$ cat config.mk
export PLATFORM = sky130hd
export DESIGN_NAME = delimited_record_field_parser_core
export DESIGN_NICKNAME = d
export VERILOG_FILES = /design/src/hdl/dlp_pkg.sv /design/src/hdl/dlp_front.sv /design/src/hdl/dlp_fifo.sv /design/src/hdl/dlp_back.sv /design/src/hdl/delimited_record_field_parser_core.sv
export SDC_FILE = /design/constraint.sdc
export NUM_CORES = 1
export LEC_CHECK = 0
export BUFFER_PORTS_ARGS = -buffer_cell sky130_fd_sc_hd__buf_4
export CAP_MARGIN = 40
export CORE_MARGIN = 2
export CORE_UTILIZATION = 55
export DETAILED_ROUTE_END_ITERATION = 8
export PLACE_DENSITY_LB_ADDON = 0.08
export SETUP_SLACK_MARGIN = 0.2
export SYNTH_ARGS = -nofsm -noshare
export SYNTH_HDL_FRONTEND = slang
export SYNTH_SLANG_ARGS = --single-unit
export TNS_END_PERCENT = 5
$ cat constraint.sdc
create_clock -name clk_i -period 12.2 [get_ports clk_i]
set_clock_uncertainty 0.2 [all_clocks]
set_input_delay 2.44 -clock clk_i [delete_from_list [all_inputs] [get_ports clk_i]]
set_output_delay 2.44 -clock clk_i [all_outputs]
set_load 0.02 [all_outputs]
$ cat src/hdl/dlp_pkg.sv
// ----------------------------------------------------------------------------
// Delimited record parser package
// Shared item types, character codes and token bookkeeping helpers.
// ----------------------------------------------------------------------------
package dlp_pkg;

  // Class of one queued item, as decided by the front end.
  typedef enum logic [1:0] {
    KIND_SPACE = 2'd0,
    KIND_DIGIT = 2'd1,
    KIND_OTHER = 2'd2,
    KIND_EOL   = 2'd3
  } kind_e;

  // One classified item travelling through the queue.
  typedef struct packed {
    kind_e      kind;
    logic [3:0] digit;
  } item_t;

  // Store slot that a token number maps to.
  typedef struct packed {
    logic       valid;
    logic [2:0] idx;
  } slot_t;

  localparam logic [7:0] CHAR_SPACE = 8'h20;
  localparam logic [7:0] CHAR_TAB   = 8'h09;
  localparam logic [7:0] CHAR_ZERO  = 8'h30;
  localparam logic [7:0] CHAR_NINE  = 8'h39;

  localparam logic [3:0] TOKEN_SAT    = 4'd11;
  localparam logic [3:0] TOKEN_OFFSET = 4'd6;
  localparam logic [3:0] TOKEN_MIN    = 4'd7;
  localparam logic [3:0] TOKEN_SAMPLE = 4'd8;
  localparam logic [3:0] TOKEN_FULL   = 4'd10;

  localparam int unsigned NumSlots   = 8;
  localparam logic [2:0]  SLOT_OFFSET = 3'd4;

  // Tokens two to seven land in slots zero to five, tokens nine and ten in
  // slots six and seven; every other token is skipped.
  function automatic slot_t slot_of(logic [3:0] tok);
    slot_t s;
    s.valid = 1'b0;
    s.idx   = 3'd0;
    case (tok) inside
      [4'd2:4'd7]: begin
        s.valid = 1'b1;
        s.idx   = 3'(tok - 4'd2);
      end
      4'd9: begin
        s.valid = 1'b1;
        s.idx   = 3'd6;
      end
      4'd10: begin
        s.valid = 1'b1;
        s.idx   = 3'd7;
      end
      default: begin
        s.valid = 1'b0;
        s.idx   = 3'd0;
      end
    endcase
    return s;
  endfunction

endpackage

$ cat src/hdl/dlp_front.sv
// ----------------------------------------------------------------------------
// Delimited record parser front end
// Accepts input transfers and classifies each byte before queueing it.
// ----------------------------------------------------------------------------
module dlp_front (
  input  logic          in_valid_i,
  output logic          in_stall_o,
  input  logic [7:0]    ch_i,
  input  logic          end_of_line_i,
  input  logic          q_full_i,
  output logic          push_o,
  output dlp_pkg::item_t item_o
);
  import dlp_pkg::*;

  // A transfer is taken whenever the queue has room.
  assign in_stall_o = q_full_i;
  assign push_o     = in_valid_i & ~q_full_i;

  // Classify the byte into separator, digit or other token byte, or mark an end of line.
  always_comb begin
    item_o.digit = ch_i[3:0];
    if (end_of_line_i) begin
      item_o.kind = KIND_EOL;
    end else begin
      case (ch_i) inside
        CHAR_SPACE, CHAR_TAB:     item_o.kind = KIND_SPACE;
        [CHAR_ZERO:CHAR_NINE]:    item_o.kind = KIND_DIGIT;
        default:                  item_o.kind = KIND_OTHER;
      endcase
    end
  end

endmodule

$ cat src/hdl/dlp_fifo.sv
// ----------------------------------------------------------------------------
// Delimited record parser item queue
// Short register queue that decouples the front end from the parser.
// ----------------------------------------------------------------------------
module dlp_fifo #(
  parameter int unsigned Depth = 4
) (
  input  logic           clk_i,
  input  logic           rst_ni,
  input  logic           push_i,
  input  dlp_pkg::item_t item_i,
  output logic           full_o,
  input  logic           pop_i,
  output logic           empty_o,
  output dlp_pkg::item_t item_o
);
  import dlp_pkg::*;

  localparam int unsigned PtrW = (Depth > 1) ? $clog2(Depth) : 1;
  localparam int unsigned CntW = $clog2(Depth + 1);
  localparam logic [PtrW-1:0] PtrLast = PtrW'(Depth - 1);
  localparam logic [CntW-1:0] CntFull = CntW'(Depth);

  item_t           mem_q [Depth];
  logic [PtrW-1:0] wr_ptr_q, wr_ptr_d;
  logic [PtrW-1:0] rd_ptr_q, rd_ptr_d;
  logic [CntW-1:0] count_q, count_d;

  assign full_o  = (count_q == CntFull);
  assign empty_o = (count_q == '0);
  assign item_o  = mem_q[rd_ptr_q];

  // Pointer and fill count update.
  always_comb begin
    wr_ptr_d = wr_ptr_q;
    rd_ptr_d = rd_ptr_q;
    count_d  = count_q;
    if (push_i) begin
      wr_ptr_d = (wr_ptr_q == PtrLast) ? '0 : wr_ptr_q + 1'b1;
    end
    if (pop_i) begin
      rd_ptr_d = (rd_ptr_q == PtrLast) ? '0 : rd_ptr_q + 1'b1;
    end
    if (push_i && !pop_i) begin
      count_d = count_q + 1'b1;
    end else if (!push_i && pop_i) begin
      count_d = count_q - 1'b1;
    end
  end

  always_ff @(posedge clk_i or negedge rst_ni) begin
    if (!rst_ni) begin
      wr_ptr_q <= '0;
      rd_ptr_q <= '0;
      count_q  <= '0;
    end else begin
      wr_ptr_q <= wr_ptr_d;
      rd_ptr_q <= rd_ptr_d;
      count_q  <= count_d;
    end
  end

  // Storage needs no reset.
  always_ff @(posedge clk_i) begin
    if (push_i) begin
      mem_q[wr_ptr_q] <= item_i;
    end
  end

  // The fill count never passes the depth.
  a_count_bound: assert property (@(posedge clk_i) disable iff (!rst_ni)
    count_q <= CntFull) else $error("queue count beyond depth");

  // Nothing is popped from an empty queue.
  a_no_underflow: assert property (@(posedge clk_i) disable iff (!rst_ni)
    empty_o |-> !pop_i) else $error("pop from empty queue");

  // A lone push into a queue with room leaves it non-empty.
  a_push_fills: assert property (@(posedge clk_i) disable iff (!rst_ni)
    (push_i && !pop_i && !full_o) |=> !empty_o) else $error("push lost");

endmodule

$ cat src/hdl/dlp_back.sv
// ----------------------------------------------------------------------------
// Delimited record parser back end
// Tracks tokens, accumulates decimal values and registers one result per line.
// ----------------------------------------------------------------------------
module dlp_back (
  input  logic           clk_i,
  input  logic           rst_ni,
  input  logic           empty_i,
  input  dlp_pkg::item_t item_i,
  output logic           pop_o,
  output logic           out_valid_o,
  input  logic           out_stall_i,
  output logic           ok_o,
  output logic [31:0]    index_value_o,
  output logic [31:0]    total_value_o,
  output logic [31:0]    countable_value_o,
  output logic [31:0]    molecules_value_o,
  output logic [63:0]    offset_value_o,
  output logic [31:0]    data_bytes_value_o,
  output logic           has_sample_o,
  output logic [31:0]    hex_value_o,
  output logic [31:0]    poly_value_o
);
  import dlp_pkg::*;

  // Per-line state.
  logic [3:0]  tok_q;
  logic        in_token_q;
  logic        line_bytes_q;
  logic        line_err_q;
  logic [63:0] acc_q;
  logic [31:0] store_q [NumSlots];
  logic [31:0] offset_hi_q;

  // Output register.
  logic        out_valid_q;
  logic        ok_q, sample_q;
  logic [31:0] val_q [NumSlots];
  logic [31:0] off_hi_q;

  logic        room;
  logic        is_eol;
  logic [3:0]  tok_new;
  logic [63:0] acc_base;
  logic [67:0] acc_ext, prod;
  logic        ovf;
  slot_t       slot_cur, slot_new;
  logic        fin;
  logic [31:0] val_d [NumSlots];
  logic [31:0] off_hi_d;
  logic        ok_d, sample_d;

  // An end of line only moves on once the output register can take it.
  assign room   = ~out_valid_q | ~out_stall_i;
  assign is_eol = (item_i.kind == KIND_EOL);
  assign pop_o  = ~empty_i & (~is_eol | room);

  // Token that a non-separator byte belongs to.
  assign tok_new  = in_token_q ? tok_q : ((tok_q < TOKEN_SAT) ? tok_q + 4'd1 : tok_q);
  assign acc_base = in_token_q ? acc_q : '0;
  assign slot_cur = slot_of(tok_q);
  assign slot_new = slot_of(tok_new);
  assign fin      = in_token_q & slot_cur.valid;

  // Multiply by ten as two shifts and one add, then check the token width.
  // Ten times a full 64-bit value needs 68 bits to stay exact.
  assign acc_ext = {4'b0000, acc_base};
  assign prod    = (acc_ext << 3) + (acc_ext << 1) + {64'd0, item_i.digit};
  assign ovf     = (tok_new == TOKEN_OFFSET) ? (|prod[67:64]) : (|prod[67:32]);

  // Field values as they stand once the open token is closed.
  always_comb begin
    for (int k = 0; k < NumSlots; k++) begin
      val_d[k] = (fin && slot_cur.idx == 3'(k)) ? acc_q[31:0] : store_q[k];
    end
    off_hi_d = (fin && slot_cur.idx == SLOT_OFFSET) ? acc_q[63:32] : offset_hi_q;
    sample_d = (tok_q >= TOKEN_SAMPLE);
    ok_d     = ~line_err_q & (tok_q >= TOKEN_MIN) &
               ((tok_q == TOKEN_MIN) | (tok_q >= TOKEN_FULL));
  end

  // Line control state.
  always_ff @(posedge clk_i or negedge rst_ni) begin
    if (!rst_ni) begin
      tok_q        <= '0;
      in_token_q   <= 1'b0;
      line_bytes_q <= 1'b0;
      line_err_q   <= 1'b0;
      acc_q        <= '0;
    end else if (pop_o) begin
      case (item_i.kind)
        KIND_SPACE: begin
          line_bytes_q <= 1'b1;
          in_token_q   <= 1'b0;
        end
        KIND_DIGIT, KIND_OTHER: begin
          line_bytes_q <= 1'b1;
          in_token_q   <= 1'b1;
          tok_q        <= tok_new;
          if (!in_token_q) begin
            acc_q <= '0;
          end
          if (slot_new.valid) begin
            if (item_i.kind == KIND_OTHER || ovf) begin
              line_err_q <= 1'b1;
            end else begin
              acc_q <= prod[63:0];
            end
          end
        end
        default: begin
          tok_q        <= '0;
          in_token_q   <= 1'b0;
          line_bytes_q <= 1'b0;
          line_err_q   <= 1'b0;
          acc_q        <= '0;
        end
      endcase
    end
  end

  // Field store, written when a numeric token closes on a separator.
  always_ff @(posedge clk_i) begin
    if (pop_o && item_i.kind == KIND_SPACE && fin) begin
      store_q[slot_cur.idx] <= acc_q[31:0];
      if (slot_cur.idx == SLOT_OFFSET) begin
        offset_hi_q <= acc_q[63:32];
      end
    end
  end

  // Result valid flag.
  always_ff @(posedge clk_i or negedge rst_ni) begin
    if (!rst_ni) begin
      out_valid_q <= 1'b0;
    end else if (pop_o && is_eol && line_bytes_q) begin
      out_valid_q <= 1'b1;
    end else if (!out_stall_i) begin
      out_valid_q <= 1'b0;
    end
  end

  // Result payload; a failed line reports all zeros.
  always_ff @(posedge clk_i) begin
    if (pop_o && is_eol && line_bytes_q) begin
      ok_q     <= ok_d;
      sample_q <= ok_d & sample_d;
      off_hi_q <= ok_d ? off_hi_d : '0;
      for (int k = 0; k < NumSlots; k++) begin
        if (k >= 6) begin
          val_q[k] <= (ok_d && sample_d) ? val_d[k] : '0;
        end else begin
          val_q[k] <= ok_d ? val_d[k] : '0;
        end
      end
    end
  end

  assign out_valid_o        = out_valid_q;
  assign ok_o               = ok_q;
  assign index_value_o      = val_q[0];
  assign total_value_o      = val_q[1];
  assign countable_value_o  = val_q[2];
  assign molecules_value_o  = val_q[3];
  assign offset_value_o     = {off_hi_q, val_q[4]};
  assign data_bytes_value_o = val_q[5];
  assign has_sample_o       = sample_q;
  assign hex_value_o        = val_q[6];
  assign poly_value_o       = val_q[7];

  // The token count saturates and never runs past its limit.
  a_tok_sat: assert property (@(posedge clk_i) disable iff (!rst_ni)
    tok_q <= TOKEN_SAT) else $error("token count past saturation");

  // A non-empty line that ends always yields a result.
  a_line_result: assert property (@(posedge clk_i) disable iff (!rst_ni)
    (pop_o && is_eol && line_bytes_q) |=> out_valid_q)
    else $error("line result dropped");

  // A failed line carries zero fields.
  a_fail_zero: assert property (@(posedge clk_i) disable iff (!rst_ni)
    (out_valid_q && !ok_q) |-> (!sample_q && val_q[0] == '0 && off_hi_q == '0 &&
                                val_q[4] == '0 && val_q[7] == '0))
    else $error("failed line with nonzero fields");

  // Without the optional group the last two fields read zero.
  a_no_sample_zero: assert property (@(posedge clk_i) disable iff (!rst_ni)
    (out_valid_q && !sample_q) |-> (val_q[6] == '0 && val_q[7] == '0))
    else $error("optional fields set without sample");

endmodule

$ cat src/hdl/delimited_record_field_parser_core.sv
// ----------------------------------------------------------------------------
// Delimited record field parser core
// Parses whitespace-separated decimal fields of a text line into one record.
// ----------------------------------------------------------------------------
// Usage:
//   The input channel carries one line byte per transfer (ch_i), followed by
//   a transfer with end_of_line_i set that closes the line. A transfer
//   happens when in_valid_i is high and in_stall_o is low.
//   Each non-empty line yields one result transfer on the output channel
//   (out_valid_o high, out_stall_i low) with ok_o and the field values.
//   Lines that end with no bytes produce nothing.
//   Throughput is one input transfer per cycle while in_stall_o is low;
//   every digit byte of a stored field costs one pass through the
//   multiply-by-ten accumulate in the parser. The end-of-line transfer
//   passes through the item queue and then into the output register.
//   While the receiver stalls, the result holds and the parser keeps taking
//   bytes of the next line; only its end of line waits. The queue of Depth
//   items then fills and in_stall_o rises.
//   Reset clears the queue, the line state and the output valid flag; the
//   block accepts transfers as soon as reset is released.
// ----------------------------------------------------------------------------
module delimited_record_field_parser_core #(
  parameter int unsigned Depth = 4
) (
  input  logic        clk_i,
  input  logic        rst_ni,
  input  logic        in_valid_i,
  output logic        in_stall_o,
  input  logic [7:0]  ch_i,
  input  logic        end_of_line_i,
  output logic        out_valid_o,
  input  logic        out_stall_i,
  output logic        ok_o,
  output logic [31:0] index_value_o,
  output logic [31:0] total_value_o,
  output logic [31:0] countable_value_o,
  output logic [31:0] molecules_value_o,
  output logic [63:0] offset_value_o,
  output logic [31:0] data_bytes_value_o,
  output logic        has_sample_o,
  output logic [31:0] hex_value_o,
  output logic [31:0] poly_value_o
);
  import dlp_pkg::*;

  logic  push, pop, q_full, q_empty;
  item_t push_item, head_item;

  // Front end: transfer acceptance and byte classification.
  dlp_front u_front (
    .in_valid_i    (in_valid_i),
    .in_stall_o    (in_stall_o),
    .ch_i          (ch_i),
    .end_of_line_i (end_of_line_i),
    .q_full_i      (q_full),
    .push_o        (push),
    .item_o        (push_item)
  );

  // Queue between the front end and the parser.
  dlp_fifo #(
    .Depth (Depth)
  ) u_fifo (
    .clk_i   (clk_i),
    .rst_ni  (rst_ni),
    .push_i  (push),
    .item_i  (push_item),
    .full_o  (q_full),
    .pop_i   (pop),
    .empty_o (q_empty),
    .item_o  (head_item)
  );

  // Back end: token parsing and result register.
  dlp_back u_back (
    .clk_i              (clk_i),
    .rst_ni             (rst_ni),
    .empty_i            (q_empty),
    .item_i             (head_item),
    .pop_o              (pop),
    .out_valid_o        (out_valid_o),
    .out_stall_i        (out_stall_i),
    .ok_o               (ok_o),
    .index_value_o      (index_value_o),
    .total_value_o      (total_value_o),
    .countable_value_o  (countable_value_o),
    .molecules_value_o  (molecules_value_o),
    .offset_value_o     (offset_value_o),
    .data_bytes_value_o (data_bytes_value_o),
    .has_sample_o       (has_sample_o),
    .hex_value_o        (hex_value_o),
    .poly_value_o       (poly_value_o)
  );

endmodule
==> out/qor.yml <==
floorplanning:
  initial_utilization_pct: 55.3
  floorplan.rows: 88
  coreArea_sq_um: 57400
  fp.dieW_um: 244
  die_h_um: 244
  ios: 305
  die_area_sq_um: 59700
sta:
  max_freq_ghz: 0.151
  worst_pin_slew_ps: 1050
  setup_tns_ps: 0
  maxSlewHeadroom_pct: 29.7
  fin_crit_sh_pct: 54.2
  min_period_ps: 6610
  slew_viol_final: 0
  rsz0062_at_grt: "no"
  setup_viol: 0
  whs_ps: 294
  hold_viol: 0
synthesis:
  syn_area_sq_um: 31700
  ys_seq_area_share_pct: 63.2
  netlist-cell-type-count: 84
  synth_seq_cells: 681
  synth_edf_count: 602
  synth_area_leader_cell: "edfxtp_1"
  synthTopCellsByArea: "edfxtp_1 (57%), nand2_1 (8.1%), dfrtp_1 (6.2%)"
  synth.net_count: 2915
  syn-mean-instance-area_sq_um: 11.5
  ys_warn_count: 0
  async_reset_ff_share_pct: 11.6
  yosys.area.top_type_share_pct: 57.0
  syn_inst: 2756
  ys.flop_type: "edfxtp_1"
job:
  maxCapViolations: 0
clock_tree:
  cts_buffers: 71
  clock_latency_ps: 620
  cts_hold_buf: 0
  cts_setup_buffers: 0
  clk_pin_slew_ps: 60
  cts_tree: "built"
  post_cts_resize_count: 0
  clk_path_buf_depth: 3
  clock-root-buffer: "clkbuf_16"
  htreeDepth: 3
  clock-sinks: 681
final_layout:
  layout_commonest_cell: "nand2_1"
  layout.cells.non_filler: 3812
  final_nets: 3151
  syn2layout_area_growth_pct: 16.9
  drive_above_1_share_pct: 16.2
  final_cell_mix: "nand2_1 (687), edfxtp_1 (602), a21oi_1 (381)"
  diodes: 0
  fin_area_sq_um: 37100
critical_path:
  crit_path_max_fanout: 57
  cp_num_buf_inv: 0
  cp_slowest_cell: "nor2_8"
  endpoint_kind: "register"
  worstPathCellList: "mux4_2, fa_1, fa_1, nand3_1, a2111oi_0, a211oi_2, o21ai_1, o211ai_1, o21ai_0, xor2_1, nor4_1, nand3_1, o31a_4, nor2_8, a22o_1"
  slowest_delay_ps: 700
  path_delay_family: "compound AO/OA/AOI/OAI gates"
  critPathRequiredTime_ps: 12550
  arrival_ps: 6960
  startpoint_type: "register"
  crit_type: "reg2reg"
place:
  dp_hpwl_mm: 57.2
  place_area_sq_um: 34800
  port-buffer-count: 304
  place_congestion: 0.952
  placed_cells: 3684
pwr:
  p_leak_uw: 0.0145
  p_comb_share_pct: 24.2
  swShare_pct: 32.3
  switchingPower_uw: 2290
  p_clk_share_pct: 29.9
  ir_drop_v: 0.000201
  internal_power_uw: 4790
  pwr-share-seq_pct: 45.9
  power_density_nw_per_um2: 191
detailed_routing:
  finalWirelength_mm: 85.6
  top_layer: "met4"
  route.detailed.drc: 0
  ant_nets: 0
  wl_met1_mm: 35.6
  firstDrtPassIters: 5
  vias_per_cell: 5.93
  wl_met2_mm: 41.8
  wl_per_cell_um: 22.4
  wl_met3_mm: 5.82
  vias: 22600
  drt_iter0_drc: 2155
global_route:
  grt_pass1_vias: 22300
  grt_start_max_net_pins: 181
  antenna_found_initial: 0
  grt_use_total_pct: 28.7
  grt_pass1_wl_mm: 132
  overflow: 0
outcome:
  outcome: "finished clean"
worst_hold_path:
  min_path_type: "reg2reg"
==> flip-flops by register name, summed over array words and instances, names as in the netlist, 3 cells and up <==
| signal | flops |
|---|---|
| u_back.tok_q | 4 |
| u_back.off_hi_q | 32 |
| u_fifo.mem_q | 24 |
| u_back.val_q | 256 |
| u_fifo.count_q | 3 |
| u_back.store_q | 256 |
| u_back.offset_hi_q | 32 |
| u_back.acc_q | 64 |
==> power by group through the flow <==
stage / Clock [uW] / Combinational [uW] / Sequential (uW)
global placement: 0 / 1660 / 3300
finish: 2120 / 1710 / 3250
floorplan: 0 / 648 / 3720
global route: 2240 / 1820 / 3280
detailed placement: 0 / 1730 / 3300
CTS: 2150 / 1730 / 3250
==> worst min-delay path, cell delays in order (launching register included) <==
cell     delay (ps)
dfrtp_1         340
nand2_1          40
o21ai_0          70
==> cell families (layout without fill, tap and decap cells) <==
| logic type | Yosys count | count (layout) | synth area share, % |
|---|---|---|---|
| AO/OA/AOI/OAI | 658 | 658 | 12.4 |
| XOR/XNOR | 60 | 60 | 1.66 |
| adder cells (fa/ha/maj) | 146 | 146 | 5.83 |
| buffers and inverters | 197 | 488 | 2.73 |
| flip-flops | 681 | 681 | 63.2 |
| multiplexers | 9 | 9 | 0.524 |
| AND/OR/NAND/NOR | 1005 | 1005 | 13.6 |
==> metrics by stage <==
| step | util [%] | setup WS (ps) | total power, uW |
|---|---|---|---|
| after floorplan | - | 1870 | 4370 |
| after global placement | 60.2 | 5680 | 4960 |
| after detailed placement | 60.7 | 5700 | 5020 |
| after CTS | 64.7 | 5670 | 7130 |
| after global routing | 64.7 | 5380 | 7340 |
| final | 64.7 | 5590 | 7080 |
==> cells in the mapped netlist (all sizes together), types with 4 or more instances <==
cell     number
nand2       690
edfxtp      602
a21oi       386
clkbuf      143
ha          143
nor2        100
o21ai        83
dfrtp        79
and2         71
a22o         58
xnor2        33
buf          32
nor3         32
nand4        30
xor2         27
a21o         25
nand3        24
inv          21
o21a         17
o211ai       12
a211oi       11
a31oi        11
or3          11
nor4          9
or2           9
nand2b        7
a2111oi       6
a21boi        6
mux4          6
o31ai         6
a221oi        5
and3          4
and4          4
==> routing by layer <==
metal | vias up | track usage, %
met2 | 871 | 46.9
met5 | - | 0
met3 | 150 | 4.83
met1 | 11100 | 39.7
met4 | 0 | 8.97
li1 | 10400 | -
==> final cells by class <==
type                    count  area (sq um)
clock buffers              89          1890
clock inverters            39           375
fillers                  4373         20300
inverters                  22          82.6
multi-input cells        1878         11000
flip-flops and latches    681         20100
well taps                 765           957
repair buffers            338          2790
==> worst paths after layout <==
| path | start | endpoint | slack [ps] | depth (start not counted) |
|---|---|---|---|---|
| max | u_fifo.rd_ptr_q[0] | u_back.acc_q[4] | 5590 | 15 |
| min | u_back.line_bytes_q | u_back.line_bytes_q | 290 | 2 |
| max reg2reg | u_fifo.rd_ptr_q[0] | u_back.acc_q[4] | 5590 | 15 |
| min reg2reg | u_back.line_bytes_q | u_back.line_bytes_q | 290 | 2 |
| max in group asynchronous | rst_ni | u_back.acc_q[32] | 9410 | 3 |
| min in group asynchronous | rst_ni | u_fifo.count_q[2] | 1450 | 1 |
Note: power is estimated with default switching activity, not from simulation.
